<file path="src/rtl/xdbt_pkg.sv">
// Types, constants and helpers shared by the bucket table modules
`timescale 1ns / 1ps
package xdbt_pkg;
  localparam int IdBits     = 64;
  localparam int BucketSize = 8;
  localparam int Buckets    = 64;
  localparam int MaxFound   = 16;
  localparam int Slots      = Buckets * BucketSize;
  localparam int BktW       = $clog2(Buckets);
  localparam int SlotW      = (BucketSize > 1) ? $clog2(BucketSize) : 1;
  localparam int FillW      = $clog2(BucketSize + 1);
  localparam int AddrW      = $clog2(Slots);
  localparam int TotW       = 10;
  localparam int CntW       = 5;
  localparam int QDepth     = 2;
  localparam int QPtrW      = $clog2(QDepth);
  localparam int CfgIdxW    = 1;

  localparam logic [63:0] IdMask = (IdBits >= 64) ? {64{1'b1}}
                                                  : ((64'd1 << IdBits) - 64'd1);
  localparam logic [CfgIdxW-1:0] CfgLocalId   = 1'b0;
  localparam logic [CfgIdxW-1:0] CfgFailLimit = 1'b1;

  typedef enum logic [1:0] {
    CmdAdd    = 2'd0,
    CmdRemove = 2'd1,
    CmdMark   = 2'd2,
    CmdFind   = 2'd3
  } cmd_e;

  typedef enum logic [3:0] {
    StNew       = 4'd0,
    StRefreshed = 4'd1,
    StReplaced  = 4'd2,
    StSelf      = 4'd3,
    StFull      = 4'd4,
    StRemoved   = 4'd5,
    StAbsent    = 4'd6,
    StCounted   = 4'd7,
    StEvicted   = 4'd8,
    StFound     = 4'd9,
    StNone      = 4'd10
  } status_e;

  typedef struct packed {
    logic [63:0] id;
    logic [31:0] ip;
    logic [15:0] port;
    logic [3:0]  fail;
  } entry_t;

  typedef struct packed {
    cmd_e            cmd;
    logic [63:0]     id;
    logic [31:0]     ip;
    logic [15:0]     port;
    logic [CntW-1:0] want;
    logic [BktW-1:0] bucket;
    logic            self;
  } cmd_item_t;

  function automatic logic [AddrW-1:0] ent_addr(logic [BktW-1:0] bkt,
                                                logic [SlotW-1:0] slot);
    ent_addr = AddrW'(int'(bkt) * BucketSize + int'(slot));
  endfunction

  function automatic logic [BktW-1:0] bucket_of(logic [63:0] x);
    int p;
    p = 0;
    for (int i = 1; i < 64; i++) begin
      if (x[i]) p = i;
    end
    if (p >= Buckets) p = Buckets - 1;
    bucket_of = BktW'(p);
  endfunction
endpackage

</file>
<file path="src/rtl/xdbt_front.sv">
// Command intake: masks ids, picks the bucket and queues the word
`timescale 1ns / 1ps
module xdbt_front import xdbt_pkg::*; (
  input  logic        clk_i,
  input  logic        rst_ni,
  input  logic        start_i,
  output logic        busy_o,
  input  logic [1:0]  command_i,
  input  logic [63:0] node_id_i,
  input  logic [31:0] node_ip_i,
  input  logic [15:0] node_port_i,
  input  logic [4:0]  result_count_i,
  input  logic [63:0] local_id_i,
  output logic        q_valid_o,
  output cmd_item_t   q_item_o,
  input  logic        q_pop_i
);
  cmd_item_t             q_mem [QDepth];
  logic [QPtrW-1:0]      wr_ptr_q, rd_ptr_q;
  logic [QPtrW:0]        cnt_q;
  cmd_item_t             item;
  logic [63:0]           id_m, x;
  logic                  push;

  always_comb begin
    id_m        = node_id_i & IdMask;
    x           = id_m ^ (local_id_i & IdMask);
    item.cmd    = cmd_e'(command_i);
    item.id     = id_m;
    item.ip     = node_ip_i;
    item.port   = node_port_i;
    item.want   = (result_count_i > CntW'(MaxFound)) ? CntW'(MaxFound) : result_count_i;
    item.bucket = bucket_of(x);
    item.self   = (x == '0);
  end

  assign busy_o    = (cnt_q == (QPtrW+1)'(QDepth));
  assign push      = start_i && !busy_o;
  assign q_valid_o = (cnt_q != '0);
  assign q_item_o  = q_mem[rd_ptr_q];

  always_ff @(posedge clk_i) begin
    if (push) q_mem[wr_ptr_q] <= item;
  end

  always_ff @(posedge clk_i or negedge rst_ni) begin
    if (!rst_ni) begin
      wr_ptr_q <= '0;
      rd_ptr_q <= '0;
      cnt_q    <= '0;
    end else begin
      if (push) wr_ptr_q <= wr_ptr_q + QPtrW'(1);
      if (q_pop_i) rd_ptr_q <= rd_ptr_q + QPtrW'(1);
      cnt_q <= cnt_q + (QPtrW+1)'(push) - (QPtrW+1)'(q_pop_i);
    end
  end
endmodule

</file>
<file path="config.mk">
export PLATFORM = sky130hd
export DESIGN_NAME = xdbt_front
export DESIGN_NICKNAME = d
export VERILOG_FILES = /design/src/rtl/xdbt_pkg.sv /design/src/rtl/xdbt_front.sv
export SDC_FILE = /design/constraint.sdc
export NUM_CORES = 1
export LEC_CHECK = 0
export ABC_AREA = 1
export BUFFER_PORTS_ARGS = -buffer_cell sky130_fd_sc_hd__buf_2
export CORE_ASPECT_RATIO = 0.8
export CORE_MARGIN = 3
export CORE_UTILIZATION = 45
export CTS_CLUSTER_SIZE = 16
export DETAILED_ROUTE_END_ITERATION = 12
export HOLD_SLACK_MARGIN = 0.08
export PLACE_DENSITY = 0.71
export SYNTH_ARGS = -nofsm -noshare
export SYNTH_HDL_FRONTEND = slang
export SYNTH_SLANG_ARGS = --single-unit
</file>
<file path="constraint.sdc">
create_clock -name clk_i -period 20.3 [get_ports clk_i]
set_input_delay 3.045 -clock clk_i [delete_from_list [all_inputs] [get_ports clk_i]]
set_output_delay 3.045 -clock clk_i [all_outputs]
set_load 0.02 [all_outputs]
</file>
==> impl_metrics.csv <==
group,metric,value,unit
yosys,synth_simple_gate_area_share,6.09,%
yosys,synth.top_cell.area_share,68.4,%
sta,finalSetupViolations,0,
clock_network,clock_sinks,256,
clock_network,cts_setup_buffers,0,
yosys,synth_edf_count,252,
routing,ant_nets,0,
setup_path,cpPeakStageDelay,0.11,ns
yosys,ys_warn_count,0,
finish,drive_gt1_share,52.1,%
yosys,synthXorXnorAreaFrac,9.94,%
setup_path,path_class,"in2reg",
yosys,synth_compound_area_share,0.486,%
yosys,synthMuxAreaShare,12.8,%
yosys,synthTopCellsByCount,"edfxtp_1 (252), mux2_2 (126), nand2_1 (123)",
sta,hold_violations,0,
setup_path,worst-path-buf-inv,2,
pwr,comb_power_share,33.0,%
sta,fin_ws,14.09,ns
clock_network,cts-htree-levels,1,
clock_network,clockBufferDepth,3,
sta,finalSetupTns,0,ns
pwr,p_int,1.25,mW
clock_network,cts_tree,"done",
pwr,switching_share,32.6,%
routing,drt_drc_violations_left,0,
grt,first_global_vias,6478,
setup_path,crit_path_start,"node_id_i[1]",
placed_design,post-dp-hpwl,16.2,mm
yosys,ys_types,22,
sta,post-route-period-util,30.6,%
worst_hold_path,hold_class,"reg2reg",
pwr,power.share.clock,25.3,%
die,ios,315,
job,drv_cap,0,
yosys,synth.most_common_cell,"edfxtp_1",
sta,rsz0062_at_grt,"false",
yosys,syn-cell-area,11100,sq um
yosys,synth_cells,665,
routing,drt_wl_total,22.9,mm
yosys,ys_ff_latch,256,
yosys,async_flop_share,1.56,%
setup_path,crit_path_top_delay_cell,"buf_2",
die,dieArea,26500,sq um
pwr,p_seq_share,41.7,%
sta,fmax,161,MHz
clock_network,ctsResizeCount,0,
sta,tightest_slew,1.03,ns
pwr,p_sw,605,uW
setup_path,crit_fanout,4,
grt,track_usage,16.7,%
clock_network,ctsHoldBuffers,0,
finish,area_growth,25.5,%
run_status,outcome,"completed",
setup_path,end_kind,"flip-flop",
grt,antenna_found_initial,0,
die,core_area,23800,sq um
clock_network,clk_pin_slew,0.06,ns
placed_design,gp_congestion,0.771,
worst_hold_path,min-delay-start,"cnt_q[0]",
pwr,ir_drop,0.0647,mV
finish,diodes,0,
yosys,synth_flop_cell,"edfxtp_1",
yosys,synth_top_area_cell,"edfxtp_1",
setup_path,cp.arrival,6.47,ns
die,rows,50,
yosys,synth_area_per_cell,16.6,sq um
die,die_h,146,um
clock_network,numCtsBuffers,26,
grt,grt_max_degree,73,
clock_network,clock-root-buffer,"clkbuf_16",
die,die_x,181,um
yosys,syn_nets,854,
sta,slew_viol_final,0,
setup_path,cp-start-kind,"input port",
yosys,synth_top_family_by_area,"multiplexers",
grt,gr-total-overflow,0,
routing,firstDrtPassIters,4,
routing,avgViaCountPerCell,4.83,
finish,nets,1186,
clock_network,clk_latency,0.51,ns
routing,vias,6413,
placed_design,io_buffers,314,
setup_path,crit_top_cell,"nand2_1",
routing,routedWlPerCell,17.2,um
sta,finClkSkew,0.0147,ns
sta,slew_headroom,31.6,%
sta,period_needed,6.21,ns
yosys,ys_seq_area_share,69.3,%
setup_path,required,20.56,ns
routing,drtIter0Drc,289,
die,start_util,46.5,%
setup_path,critPathTopFamily,"simple AND/OR/NAND/NOR gates",
setup_path,rr_startpoint,"cnt_q[1]",
finish,nFillCells,1882,
pwr,leakage,5.42,nW
placed_design,pre_cts_ws,13.57,ns
yosys,yosys.area_share.adder,0.226,%
pwr,power_density,134,nW/um^2
grt,grt_pass1_wl,35.4,mm
yosys,synthTopCellsByArea,"edfxtp_1 (68%), mux2_2 (13%), xnor2_4 (4.7%), nand2_1 (4.2%), xnor2_2 (3.2%)",
path summary, 6_finish.rpt:
path / end / slack [ns] / cells past startpoint
setup / recovery: q_mem[1][1] / 14.09 / 66
hold reg to reg: cnt_q[0] / 0.56 / 1
hold / removal: cnt_q[0] / 0.56 / 1
setup reg to reg: q_mem[0][112] / 18.08 / 4
min in group asynchronous: rd_ptr_q / 2.33 / 1
max in group asynchronous: rd_ptr_q / 17.84 / 1
power groups by stage:
stage	combinational (mW)	clock (mW)	sequential, mW
finish	0.612	0.471	0.775
global route	0.656	0.509	0.788
CTS	0.623	0.484	0.777
detailed placement	0.618	0	0.787
global placement	0.619	0	0.781
floorplan	0.433	0	0.775
state kept, by name (all words and copies together) (netlist names):
name      cells
cnt_q         2
rd_ptr_q      1
q_mem       252
wr_ptr_q      1
per-layer routing:
| metal | vias to the layer above | global-route usage, % | share of wire [%] |
|---|---|---|---|
| li1 | 3074 | - | - |
| met1 | 3056 | 23.1 | 43 |
| met2 | 248 | 26.1 | 46 |
| met3 | 35 | 5.40 | 8.6 |
| met4 | 0 | 3.96 | 2.3 |
| met5 | - | 0 | 0 |
cell families (layout without fill, tap and decap cells):
kind of cell | count (synthesis) | in the layout
and+or+nand+nor | 177 | 177
muxes | 126 | 126
xor gates and xnor gates | 66 | 66
adders and majority gates | 2 | 2
DFF | 256 | 256
buffers and inverters | 30 | 380
AOI/OAI and AO/OA | 8 | 8
layout by cell type (no fill, tap or decap), drive strengths merged:
master      n
clkinvlp    1
inv        14
nor4        1
edfxtp    252
clkbuf     36
ha          2
nand2     124
dfrtp       4
bufinv      4
xnor2      60
mux2      126
buf       319
a31oi       3
nor3        1
o21bai      3
o21ai       1
xor2        6
or2         1
o21a        1
nand3       1
clkinv      6
nor2       49
stage by stage:
step	hold slack [ns]	utilization [%]	area (sq um)	total power, mW	cells
final	0.560	58.4	13900	1.86	1327
after global routing	0.586	58.4	13900	1.95	1327
after CTS	0.555	58.4	13900	1.88	1327
after detailed placement	0.542	54.8	13000	1.41	1281
after global placement	0.540	54.8	13000	1.40	1281
after floorplan	0.509	-	11100	1.21	665
cell type report:
cell class	instances	area [sq um]	share of cell area, %
inverter	15	70.1	0.505
sequential	256	7670	55.3
tap	312	390	2.81
multi-input combinational	379	3290	23.7
clock inverter	10	125	0.901
timing repair buffer	319	1610	11.6
clock buffer	36	729	5.25
Power figures use the tool's default switching activity.
